File: config.mk
export PLATFORM = sky130hd
export DESIGN_NAME = dfr_div
export DESIGN_NICKNAME = d
export VERILOG_FILES = /design/src/rtl/core/dfr_pkg.sv /design/src/rtl/core/dfr_div.sv
export SDC_FILE = /design/constraint.sdc
export NUM_CORES = 2
export LEC_CHECK = 0
export BUFFER_PORTS_ARGS = -buffer_cell sky130_fd_sc_hd__buf_2
export CAP_MARGIN = 20
export CORE_MARGIN = 4
export CORE_UTILIZATION = 39
export DETAILED_ROUTE_END_ITERATION = 10
export PLACE_DENSITY = 0.58
export RECOVER_POWER = 50
export SLEW_MARGIN = 20
export SYNTH_ARGS = -nofsm -noshare
export SYNTH_HDL_FRONTEND = slang
export SYNTH_SLANG_ARGS = --single-unit
File: constraint.sdc
create_clock -name clk -period 6.6 [get_ports clk]
set_input_delay 0.99 -clock clk [delete_from_list [all_inputs] [get_ports clk]]
set_output_delay 0.99 -clock clk [all_outputs]
set_load 0.005 [all_outputs]
File: src/rtl/core/dfr_pkg.sv
// ----------------------------------------------------------------------------
// dfr_pkg
// Shared constants, types and fixed-point helpers of the direction frame
// rotation pipeline.
// ----------------------------------------------------------------------------
package dfr_pkg;

  localparam int FRAC_BITS   = 16;
  localparam int ONE_Q       = 1 << FRAC_BITS;
  localparam int NINE_TENTHS = (ONE_Q * 9) / 10;

  // Square root unit: 44-bit radicand, one result bit per stage.
  localparam int SQ_IN_W  = 44;
  localparam int SQ_OUT_W = 22;
  localparam int SQRT_LAT = SQ_OUT_W;

  // Divider unit: magnitude shifted up by FRAC_BITS over a norm.
  localparam int DIV_NUM_W = 38;
  localparam int DIV_DEN_W = 22;
  localparam int DIV_Q_W   = FRAC_BITS + 1;
  localparam int DIV_LAT   = DIV_Q_W;

  typedef enum logic [1:0] {
    PATH_NORMAL   = 2'd0,
    PATH_FALLBACK = 2'd1,
    PATH_PARENT   = 2'd2
  } path_t;

  // Everything one word carries down the pipeline.
  typedef struct packed {
    logic                      inv;
    logic signed [18:0]        lx;
    logic signed [18:0]        ly;
    logic signed [18:0]        lz;
    logic signed [17:0]        px;
    logic signed [17:0]        py;
    logic signed [17:0]        pz;
    logic [DIV_DEN_W-1:0]      nrm;
    logic signed [17:0]        wx;
    logic signed [17:0]        wy;
    logic signed [17:0]        wz;
    logic                      refx;
    logic signed [18:0]        ux;
    logic signed [18:0]        uy;
    logic signed [18:0]        uz;
    logic signed [18:0]        vx;
    logic signed [18:0]        vy;
    logic signed [18:0]        vz;
    logic signed [21:0]        ox;
    logic signed [21:0]        oy;
    logic signed [21:0]        oz;
    logic [2:0][SQ_IN_W-1:0]   sq;
    logic [8:0][23:0]          mp;
    logic signed [17:0]        fx;
    logic signed [17:0]        fy;
    logic signed [17:0]        fz;
    path_t                     path;
  } ctx_t;

  function automatic logic [21:0] mag22(input logic signed [21:0] a);
    mag22 = a[21] ? 22'(-a) : 22'(a);
  endfunction

  // Fixed-point product, truncated toward zero.
  function automatic logic signed [23:0] mulq(input logic signed [21:0] a,
                                              input logic signed [19:0] b);
    logic [21:0] ma;
    logic [19:0] mb;
    logic [41:0] pr;
    logic [23:0] r;
    ma = mag22(a);
    mb = b[19] ? 20'(-b) : 20'(b);
    pr = 42'(ma) * 42'(mb);
    r  = pr[FRAC_BITS+23:FRAC_BITS];
    mulq = (a[21] != b[19]) ? $signed(24'(-r)) : $signed(r);
  endfunction

  function automatic logic signed [17:0] sat18(input logic signed [19:0] v);
    if (v > 20'sd131071) begin
      sat18 = 18'sd131071;
    end else if (v < -20'sd131072) begin
      sat18 = -18'sd131072;
    end else begin
      sat18 = 18'(v);
    end
  endfunction

endpackage

File: src/rtl/core/dfr_div.sv
// ----------------------------------------------------------------------------
// dfr_div
// Pipelined restoring divider, one quotient bit per stage.
// ----------------------------------------------------------------------------
module dfr_div (
  input  logic                           clk,
  input  logic                           en,
  input  logic [dfr_pkg::DIV_NUM_W-1:0]  num,
  input  logic [dfr_pkg::DIV_DEN_W-1:0]  den,
  output logic [dfr_pkg::DIV_Q_W-1:0]    quo
);

  logic [39:0]                     rem_r  [dfr_pkg::DIV_LAT];
  logic [39:0]                     rem_nxt[dfr_pkg::DIV_LAT];
  logic [dfr_pkg::DIV_Q_W-1:0]     q_r    [dfr_pkg::DIV_LAT];
  logic [dfr_pkg::DIV_Q_W-1:0]     q_nxt  [dfr_pkg::DIV_LAT];
  logic [dfr_pkg::DIV_DEN_W-1:0]   d_r    [dfr_pkg::DIV_LAT];
  logic [dfr_pkg::DIV_DEN_W-1:0]   d_nxt  [dfr_pkg::DIV_LAT];

  // The quotient stays below 2^DIV_Q_W because the magnitude shifted into the
  // numerator never exceeds the norm it is divided by.
  always_comb begin
    logic [39:0]                   rem_in;
    logic [dfr_pkg::DIV_Q_W-1:0]   q_in;
    logic [dfr_pkg::DIV_DEN_W-1:0] d_in;
    logic [39:0]                   sub;
    for (int s = 0; s < dfr_pkg::DIV_LAT; s++) begin
      rem_in = (s == 0) ? 40'(num) : rem_r[(s == 0) ? 0 : s - 1];
      q_in   = (s == 0) ? '0 : q_r[(s == 0) ? 0 : s - 1];
      d_in   = (s == 0) ? den : d_r[(s == 0) ? 0 : s - 1];
      sub    = 40'(d_in) << (dfr_pkg::DIV_LAT - 1 - s);
      d_nxt[s] = d_in;
      if (rem_in >= sub) begin
        rem_nxt[s] = rem_in - sub;
        q_nxt[s]   = q_in | (dfr_pkg::DIV_Q_W'(1) << (dfr_pkg::DIV_LAT - 1 - s));
      end else begin
        rem_nxt[s] = rem_in;
        q_nxt[s]   = q_in;
      end
    end
  end

  always_ff @(posedge clk) begin
    if (en) begin
      rem_r <= rem_nxt;
      q_r   <= q_nxt;
      d_r   <= d_nxt;
    end
  end

  assign quo = q_r[dfr_pkg::DIV_LAT-1];

endmodule

==> flow_summary.toml <==
[power_and_ir_drop]
power.switching_w = 0.00910
power_frac_seq_pct = 40.2
power_leakage_nw = 25.9
power.density_mw_per_mm2 = 406
power_frac_clock_pct = 24.9
pwr-share-comb_pct = 34.9
vdd_drop_max_v = 0.000288
p_int_w = 0.0184
sw_frac_of_total_pct = 33.1

[cells_and_area]
area_growth_pct = 11.2
drive_gt1_share_pct = 6.93
fin_util_pct = 43.7
nFillCells = 14217
num_antenna_cells = 0
nets = 5825
final_area_mm2 = 0.0676
fin_cells = 7512

[timing]
final_max_slew_viol_count = 546
rsz0062_at_grt = "false"
hold_viol_final = 0
skew_ps = 20.8
layout_worst_path_cycle_share_pct = 70.3
slew_headroom_pct = -204
worst_slew_pin_slew_ps = 4560
setup_tns_ps = 0
fmax_ghz = 0.215
hold_slack_ps = 407
min_period_ps = 4640
setup_violations = 0

[detailed_routing]
ant_nets = 0
vias = 38793
drcViolationCount = 0
drt_wl_total_um = 122000
viasPerCell = 5.16
wl_per_cell_um = 16.2
drt-initial-drc-count = 1412
dr.pass1.iters = 5

[status]
violations = "max-capacitance violations, max-slew violations"
status = "finished, violations left"

[setup_path]
crit_path_top_delay_cell = "clkbuf_1"
cp_cell_sequence = "buf_8 > clkbuf_1"
r2r_slack_ps = 2220
timing.rr.start = "d_nxt[88]$_DFFE_PP_"
crit_fanout = 100
rr_endpoint = "rem_r[195]$_DFFE_PP_"
crit_family = "buffers and inverters"
r2r_cells = 12
cp.required_ps = 6820
cp.arrival_ps = 4860
slowest_delay_ps = 3230
endpoint_kind = "flop"
critPathKind = "in -> reg"
cp.buffers_inverters = 2
start_kind = "input pin"

[floorplanning]
io_pins = 79
start_util_pct = 39.3
dieWidth_um = 403
rows = 144
core_mm2 = 0.155
dieArea_mm2 = 0.162
die_y_um = 403

[clocking]
clkSinkCount = 1144
cts_tree = "yes"
holdBufCountCts = 0
cts.reportedPaths.clkPinSlew_ps = 60
clock_tree.buffer_depth = 3
cts.repair.resized = 0
htreeDepth = 4
cts_made_buffers = 130
cts-root-buf = "clkbuf_16"
clk_latency_ps = 740
cts_setup_buffers = 0

[synth]
yosys_register_bits = 1144
synth_cell_types = 85
synth_flop_cell = "edfxtp_1"
syn_area_per_cell_um2 = 11.6
synth_top_family_by_area = "compound AO/OA/AOI/OAI gates"
synth_xor_area_share_pct = 5.93
synth_top_area_share_pct = 56.5
synth_fa_ha_area_share_pct = 8.22
seq_area_frac_synth_pct = 56.5
synth_warnings = 0
synth-simple-area-share_pct = 11.1
netlist_area_mm2 = 0.0608
synth-edff-count = 1144
netlist_top_cells_area = "edfxtp_1 56%, ha_1 7.7%, xnor2_1 3.2%"
synth_commonest_cells = "1,144 x edfxtp_1, 481 x inv_1, 394 x nand2_1, 374 x ha_1, 353 x a21oi_1"
mappedNetlistNets = 5702
ys_async_sr_fraction_pct = 0
synth_compound_area_share_pct = 12.9
synth.area.mux_share_pct = 1.55
yosys.cell_count.top_type = "edfxtp_1"
netlist_instances = 5250
synth_top_area_cell = "edfxtp_1"

[placed_design]
port_buffers = 78
dp.cells = 7285
dpl-instance-area_mm2 = 0.0637
place_congestion = 0.912
dpl.hpwl_um = 91700

[hold_path]
hold_end = "q_r[39]$_DFFE_PP_"
hp-class = "reg -> reg"
worstHoldStart = "q_r[56]$_DFFE_PP_"
hold_path_depth = 0

[global_route]
gr-usage-all-layers_pct = 14.9
grt_overflow_total = 0
grt_max_degree = 165
antenna_found_initial = 0
grt_pass1_vias = 40126
grt_first_pass_wirelength_um = 197000

[job]
drv_cap = 9
[area by class of cell]
cell class              count  area (µm²)  area share (%)
well taps                2044        2560            3.78
clock buffers             169        3510            5.19
multi-input cells        3503       24200            35.8
inverters                 482        1810            2.68
flip-flops and latches   1144       34400            50.8
repair buffers            112         623           0.922
clock inverters            58         544           0.805
[worst max path at each step]
stage                                 endpoint  slack (ps)  cells after the start                start
after floorplan           rem_r[662]$_DFFE_PP_        2910                     11               den[1]
after global placement    rem_r[658]$_DFFE_PP_        2170                     11               den[2]
after global routing      rem_r[653]$_DFFE_PP_        1490                      2                   en
after CTS                 rem_r[194]$_DFFE_PP_        2260                     12  d_nxt[88]$_DFFE_PP_
after detailed placement  rem_r[660]$_DFFE_PP_        2210                      9              den[14]
final                     rem_r[640]$_DFFE_PP_        1960                      2                   en
[flip-flops by register name (all words and copies together), names as in the netlist]
register,count
d_nxt,352
q_r,136
quo,17
rem_r,639
[logic make-up (layout without fill, tap and decap cells)]
logic type | Yosys count | count (layout)
buffers and inverters | 603 | 821
adder cells (fa/ha/maj) | 390 | 390
AND/OR/NAND/NOR | 1369 | 1369
AO/OA/AOI/OAI | 1248 | 1248
XOR/XNOR | 412 | 412
multiplexers | 84 | 84
flip-flops | 1144 | 1144
[metal layers]
metal | global-route usage [%] | up-vias | share of wire (%)
li1 | - | 19597 | -
met1 | 14.2 | 18130 | 36
met2 | 29.1 | 707 | 54
met3 | 2.32 | 359 | 3.0
met4 | 9.89 | 0 | 6.7
met5 | 0 | - | 0
[per-stage QoR]
step / total power (W) / worst slack (ps)
final: 0.0274 / 1960
after detailed placement: 0.0206 / 2210
after floorplan: 0.0182 / 2910
after CTS: 0.0276 / 2260
after global placement: 0.0205 / 2170
after global routing: 0.0293 / 1490
[layout by cell type, fill, tap and decap left out, types with 50 or more instances in the layout]
| master | instances |
|---|---|
| nor4_1 | 73 |
| xnor2_1 | 224 |
| o21a_1 | 66 |
| inv_1 | 481 |
| nand2b_1 | 62 |
| clkbuf_1 | 69 |
| nand2_1 | 394 |
| ha_1 | 374 |
| nor3_1 | 98 |
| a21o_1 | 163 |
| buf_2 | 50 |
| clkbuf_16 | 135 |
| nor2_1 | 336 |
| edfxtp_1 | 1144 |
| o21ai_0 | 325 |
| nand4_1 | 56 |
| mux2_2 | 78 |
| nor2b_1 | 55 |
| a21oi_1 | 353 |
| xor2_1 | 188 |
| nand3_1 | 68 |
[power groups by stage]
stage	sequential, W	combinational (W)	clock, W
5_1_grt	0.0112	0.0107	0.00740
2_1_floorplan	0.0108	0.00740	0
4_1_cts	0.0110	0.00954	0.00708
3_3_place_gp	0.0111	0.00934	0
6_report	0.0110	0.00957	0.00684
3_5_place_dp	0.0112	0.00948	0
No activity file was read; power rests on OpenSTA's default activity.
