==> src/rtl/core/dfr_pkg.sv <==
// ----------------------------------------------------------------------------
// dfr_pkg
// Shared constants, types and fixed-point helpers of the direction frame
// rotation pipeline.
// ----------------------------------------------------------------------------
package dfr_pkg;

  localparam int FRAC_BITS   = 16;
  localparam int ONE_Q       = 1 << FRAC_BITS;
  localparam int NINE_TENTHS = (ONE_Q * 9) / 10;

  // Square root unit: 44-bit radicand, one result bit per stage.
  localparam int SQ_IN_W  = 44;
  localparam int SQ_OUT_W = 22;
  localparam int SQRT_LAT = SQ_OUT_W;

  // Divider unit: magnitude shifted up by FRAC_BITS over a norm.
  localparam int DIV_NUM_W = 38;
  localparam int DIV_DEN_W = 22;
  localparam int DIV_Q_W   = FRAC_BITS + 1;
  localparam int DIV_LAT   = DIV_Q_W;

  typedef enum logic [1:0] {
    PATH_NORMAL   = 2'd0,
    PATH_FALLBACK = 2'd1,
    PATH_PARENT   = 2'd2
  } path_t;

  // Everything one word carries down the pipeline.
  typedef struct packed {
    logic                      inv;
    logic signed [18:0]        lx;
    logic signed [18:0]        ly;
    logic signed [18:0]        lz;
    logic signed [17:0]        px;
    logic signed [17:0]        py;
    logic signed [17:0]        pz;
    logic [DIV_DEN_W-1:0]      nrm;
    logic signed [17:0]        wx;
    logic signed [17:0]        wy;
    logic signed [17:0]        wz;
    logic                      refx;
    logic signed [18:0]        ux;
    logic signed [18:0]        uy;
    logic signed [18:0]        uz;
    logic signed [18:0]        vx;
    logic signed [18:0]        vy;
    logic signed [18:0]        vz;
    logic signed [21:0]        ox;
    logic signed [21:0]        oy;
    logic signed [21:0]        oz;
    logic [2:0][SQ_IN_W-1:0]   sq;
    logic [8:0][23:0]          mp;
    logic signed [17:0]        fx;
    logic signed [17:0]        fy;
    logic signed [17:0]        fz;
    path_t                     path;
  } ctx_t;

  function automatic logic [21:0] mag22(input logic signed [21:0] a);
    mag22 = a[21] ? 22'(-a) : 22'(a);
  endfunction

  // Fixed-point product, truncated toward zero.
  function automatic logic signed [23:0] mulq(input logic signed [21:0] a,
                                              input logic signed [19:0] b);
    logic [21:0] ma;
    logic [19:0] mb;
    logic [41:0] pr;
    logic [23:0] r;
    ma = mag22(a);
    mb = b[19] ? 20'(-b) : 20'(b);
    pr = 42'(ma) * 42'(mb);
    r  = pr[FRAC_BITS+23:FRAC_BITS];
    mulq = (a[21] != b[19]) ? $signed(24'(-r)) : $signed(r);
  endfunction

  function automatic logic signed [17:0] sat18(input logic signed [19:0] v);
    if (v > 20'sd131071) begin
      sat18 = 18'sd131071;
    end else if (v < -20'sd131072) begin
      sat18 = -18'sd131072;
    end else begin
      sat18 = 18'(v);
    end
  endfunction

endpackage

==> src/rtl/core/dfr_isqrt.sv <==
// ----------------------------------------------------------------------------
// dfr_isqrt
// Pipelined integer square root (floor), one result bit per stage.
// ----------------------------------------------------------------------------
module dfr_isqrt (
  input  logic                          clk,
  input  logic                          en,
  input  logic [dfr_pkg::SQ_IN_W-1:0]   x,
  output logic [dfr_pkg::SQ_OUT_W-1:0]  root
);

  logic [45:0] rem_r  [dfr_pkg::SQRT_LAT];
  logic [45:0] rem_nxt[dfr_pkg::SQRT_LAT];
  logic [45:0] res_r  [dfr_pkg::SQRT_LAT];
  logic [45:0] res_nxt[dfr_pkg::SQRT_LAT];

  // The remainder holds x minus the square of the bits found so far.
  always_comb begin
    logic [45:0] rem_in;
    logic [45:0] res_in;
    logic [45:0] trial;
    for (int s = 0; s < dfr_pkg::SQRT_LAT; s++) begin
      rem_in = (s == 0) ? 46'(x) : rem_r[(s == 0) ? 0 : s - 1];
      res_in = (s == 0) ? 46'd0 : res_r[(s == 0) ? 0 : s - 1];
      trial  = (res_in << (dfr_pkg::SQRT_LAT - s))
             + (46'd1 << (2 * (dfr_pkg::SQRT_LAT - 1 - s)));
      if (rem_in >= trial) begin
        rem_nxt[s] = rem_in - trial;
        res_nxt[s] = res_in | (46'd1 << (dfr_pkg::SQRT_LAT - 1 - s));
      end else begin
        rem_nxt[s] = rem_in;
        res_nxt[s] = res_in;
      end
    end
  end

  always_ff @(posedge clk) begin
    if (en) begin
      rem_r <= rem_nxt;
      res_r <= res_nxt;
    end
  end

  assign root = res_r[dfr_pkg::SQRT_LAT-1][dfr_pkg::SQ_OUT_W-1:0];

endmodule

==> config.mk <==
export PLATFORM = sky130hd
export DESIGN_NAME = dfr_isqrt
export DESIGN_NICKNAME = d
export VERILOG_FILES = /design/src/rtl/core/dfr_pkg.sv /design/src/rtl/core/dfr_isqrt.sv
export SDC_FILE = /design/constraint.sdc
export NUM_CORES = 2
export LEC_CHECK = 0
export BUFFER_PORTS_ARGS = -buffer_cell sky130_fd_sc_hd__buf_2
export CAP_MARGIN = 20
export CORE_ASPECT_RATIO = 2
export CORE_MARGIN = 1
export CORE_UTILIZATION = 45
export CTS_CLUSTER_DIAMETER = 80
export DETAILED_ROUTE_END_ITERATION = 6
export PLACE_DENSITY = 0.72
export RECOVER_POWER = 25
export REMOVE_ABC_BUFFERS = 1
export SLEW_MARGIN = 10
export SYNTH_ARGS = -nofsm -noshare
export SYNTH_HDL_FRONTEND = slang
export SYNTH_SLANG_ARGS = --single-unit
==> constraint.sdc <==
create_clock -name clk -period 4.1 [get_ports clk]
set_clock_uncertainty 0.2 [all_clocks]
set_input_delay 0.82 -clock clk [delete_from_list [all_inputs] [get_ports clk]]
set_output_delay 0.82 -clock clk [all_outputs]
set_load 0.02 [all_outputs]
==> summary by stage <==
STA
The maximum frequency from static timing analysis is 248 MHz. Setup violations remaining at the end of the flow were counted as 0. The routed design could run at a clock period as short as 4040 ps. The max-slew headroom at the worst pin is 22.9%. The worst hold-check slack is 54.1 ps. The post-route clock period utilization is 98.5%. For the pin with the worst max-slew slack, the measured transition is 1150 ps.

The total count of hold-check failures in the final report was 0. The final-report max-slew violation count came to 0. Setup repair after global routing could not meet its margin everywhere.

Placement
Detailed placement ended at an HPWL of 107 mm. The count of input and output buffers is 67. After detailed placement, the total cell area comes to 61500 sq um.

Routability-driven placement finished with a final weighted congestion of 0.963.

Status
The checks that failed: design-rule violations. The flow ran to the end, but the final reports show violations.

Floorplan
For this configuration, the core starts out at a cell density of 45.4%. The floorplan step defined a die boundary enclosing 130000 sq um. The die extent in x is 255 um. The I/O pin count is 68.

Row generation in the floorplan step produced 185 rows. The floorplan step set the die height to 509 um. The core region is 127000 sq um.

CTS
The longest clock path from root to sink contains 3 buffers. TritonCTS built the clock tree. The total clock sinks is 1218. The post-CTS setup buffer count is 0. The total CTS buffers is 110.

The count of cells resized by post-cts repair is 2. The number of hold buffers added after CTS was 0. The buffer type at the clock tree root is clkbuf_16. The depth of the CTS H-tree is 3. The latest clock arrival within the worst-skew pair is 740 ps. After clock tree synthesis, the clock-pin slew on the worst setup and hold paths is 70 ps.

Final layout
The area growth from synthesis to layout is 13.0%. At the end of the flow, the number of nets in the layout was 5135. The finished cells cover 65300 sq um. The fraction of final layout cells with drive strength greater than 1 is 10.1%.

Power
Of the total power, the share spent switching nets is 27.9%. The overall power of the completed layout is 33.1 mW. In this run, the clock network consumes 32.3% of the power. VDD sags by at most 0.511 mV. Dividing total power by cell area gives a power density of 507 nW/um^2. The power share of the sequential group is 49.9%. The switching power summed over all nets is 9.25 mW. Combinational cells account for 17.9% of the total power. Summed over all cells, the static leakage comes to 24.3 nW.

The internal power of the cells is 23.9 mW.

Worst setup path
The critical path is of the reg2reg type. The signal on the critical path passes through ha_1 > nand3b_1 > or4_1 > nor4_2 > buf_2 > buf_4 > nor4_2 > nor4b_4 > buf_4 > a2111oi_4 > or3b_2 > xnor2_1. The data arrival time at the worst-slack endpoint is 4320 ps. The cell type of the slowest stage on the worst timing path is or4_1. The worst setup path is captured at a flip-flop. The buffers plus inverters on the worst setup path is 3. The critical-path maximum fanout is 6. The cell class contributing the biggest share of worst-path delay is simple AND/OR/NAND/NOR gates. For this run, the slowest stage of the critical path takes 530 ps. The required time of the critical path is 4380 ps. The startpoint kind of the worst setup timing path is a flip-flop.

Drt
After the first detailed-routing iteration, the DRC count stood at 2144. Summed over all layers, the routed wires come to 139 mm. The pre-antenna-repair detailed-routing pass consisted of 7 iterations. The total DRC errors in the routed layout is 1. Once detail routing completed, the nets flagged for antenna violations numbered 0. The average via count per standard cell is 5.58. The total number of vias is 36796.

The average detailed-routed wire length per instance is 21.2 um.

Logic synthesis
In this run, synthesis inferred 1218 flip-flops with an integrated enable. Counting distinct cell types in the post-synthesis netlist gives 90. After synthesis the netlist holds a flip-flop and latch count of 1218.

After synthesis, the mean cell area works out to 12.7 sq um. For this run, the number of Yosys warnings is 0. Among all flip-flop cells after synthesis, the most frequent one is edfxtp_1. The post-synth design cell area is 57800 sq um. Sequential elements use 63.3% of the synthesized area. For this run, asynchronously set or reset flops after synthesis account for 0%. After technology mapping, the gate count stands at 4539.

Min path
The class of the most critical hold timing path is in2reg.

Global routing
The first-pass GRT wire length is 209 mm. The number of global-route vias before repair was 39797. For this run the aggregate overflow at the end of global routing stands at 0. The pin count of the biggest net entering global routing is 115.

Global routing used 21.4% of the available tracks. The number of antenna violations at the first check in global routing is 2.

Job
Max-cap violations in this run came to 0.
[stage by stage]
stage	utilization (%)	setup WS, ps	instances	setup TNS [ps]
6_report	51.3	59.9	6594	0
2_1_floorplan	-	-1670	4463	-58800
4_1_cts	51.3	34.1	6589	0
3_5_place_dp	48.3	-72.4	6387	-95.5
5_1_grt	51.3	1.83	6591	0
3_3_place_gp	48.3	-542	6385	-8480
[routing by layer]
metal,share of wire (%),track usage [%],routed length (um)
met1,25,13.0,34900
met4,11,21.9,15700
met3,2.4,2.34,3370
met5,0,0,0
met2,61,47.2,85500
[cells by family (layout without fill, tap and decap cells)]
logic type	after synthesis	count (layout)	synth area share, %
AO/OA/AOI/OAI	796	796	8.54
flip-flops	1218	1218	63.3
multiplexers	30	30	0.563
buffers and inverters	412	781	2.72
other	1	4	0.00649
AND/OR/NAND/NOR	1388	1388	12.6
XOR/XNOR	423	423	6.41
adder cells (fa/ha/maj)	271	271	5.87
[final timing paths]
path                   start         end  slack [ps]  cells past startpoint
setup / recovery  rem_r[256]  rem_r[229]          60                     12
hold / removal         x[21]  rem_r[987]          50                      1
setup reg to reg  rem_r[256]  rem_r[229]          60                     12
hold reg to reg   rem_r[946]  rem_r[900]         220                      0
[state kept, by name, summed over array words and instances (netlist names)]
signal	flops
rem_r	965
res_r	231
root	22
[cells in the final DEF (no fill, tap or decap), drive strengths merged, types with 25 or more instances in the layout]
cell type,count
edfxtp,1218
nand2,362
inv,348
ha,271
o21ai,259
buf,240
nor2,235
xor2,216
xnor2,207
a21oi,206
nor4,163
nor3,148
clkbuf,139
a21o,80
nand4,75
nand3,73
nand2b,55
or3,54
o21a,45
or4,43
nor2b,32
o31ai,31
clkinv,31
a31oi,25
a211oi,25
[power by group through the flow]
stage | Sequential [mW] | Clock (mW) | Combinational [mW]
2_1_floorplan | 16.4 | 0 | 3.87
3_3_place_gp | 16.7 | 0 | 5.68
3_5_place_dp | 16.8 | 0 | 5.83
4_1_cts | 16.5 | 10.9 | 5.86
5_1_grt | 16.6 | 11.3 | 6.45
6_report | 16.5 | 10.7 | 5.92
[area by class of cell]
cell class / count / area (sq um)
multi-input cells: 2909 / 19800
flip-flops and latches: 1218 / 36600
clock buffers: 137 / 2900
diodes: 3 / 7.51
inverters: 336 / 1260
clock inverters: 65 / 833
fillers: 10695 / 62000
repair buffers: 243 / 1850
well taps: 1683 / 2110
[Yosys cell counts (10+ instances only)]
| master | count | area share (%) |
|---|---|---|
| edfxtp_1 | 1218 | 63 |
| and2_1 | 12 | 0.13 |
| a211oi_1 | 25 | 0.32 |
| nand4_1 | 75 | 0.81 |
| or2_2 | 21 | 0.23 |
| or3_1 | 54 | 0.58 |
| o21ai_0 | 257 | 2.2 |
| or4_1 | 41 | 0.53 |
| and4_1 | 14 | 0.21 |
| nor2b_1 | 32 | 0.35 |
| o21bai_1 | 14 | 0.18 |
| a21o_1 | 80 | 1.0 |
| inv_1 | 333 | 2.2 |
| nand3_1 | 73 | 0.63 |
| nor2_1 | 235 | 1.5 |
| xor2_1 | 216 | 3.3 |
| mux2i_1 | 10 | 0.17 |
| nand2b_1 | 55 | 0.60 |
| a31oi_1 | 25 | 0.27 |
| a21oi_1 | 206 | 1.8 |
| xnor2_1 | 207 | 3.1 |
| nor4_1 | 161 | 1.7 |
| o211ai_1 | 19 | 0.25 |
| nand2_1 | 362 | 2.4 |
| nand3b_1 | 18 | 0.23 |
| nor3b_1 | 10 | 0.13 |
| nor3_1 | 146 | 1.3 |
| and3_1 | 12 | 0.13 |
| nand4b_1 | 14 | 0.21 |
| o31ai_1 | 30 | 0.39 |
| clkbuf_1 | 62 | 0.40 |
| ha_1 | 271 | 5.9 |
| nor4b_1 | 16 | 0.24 |
| mux2_2 | 19 | 0.37 |
| o21a_1 | 45 | 0.58 |
(Power assumes the default switching activity.)
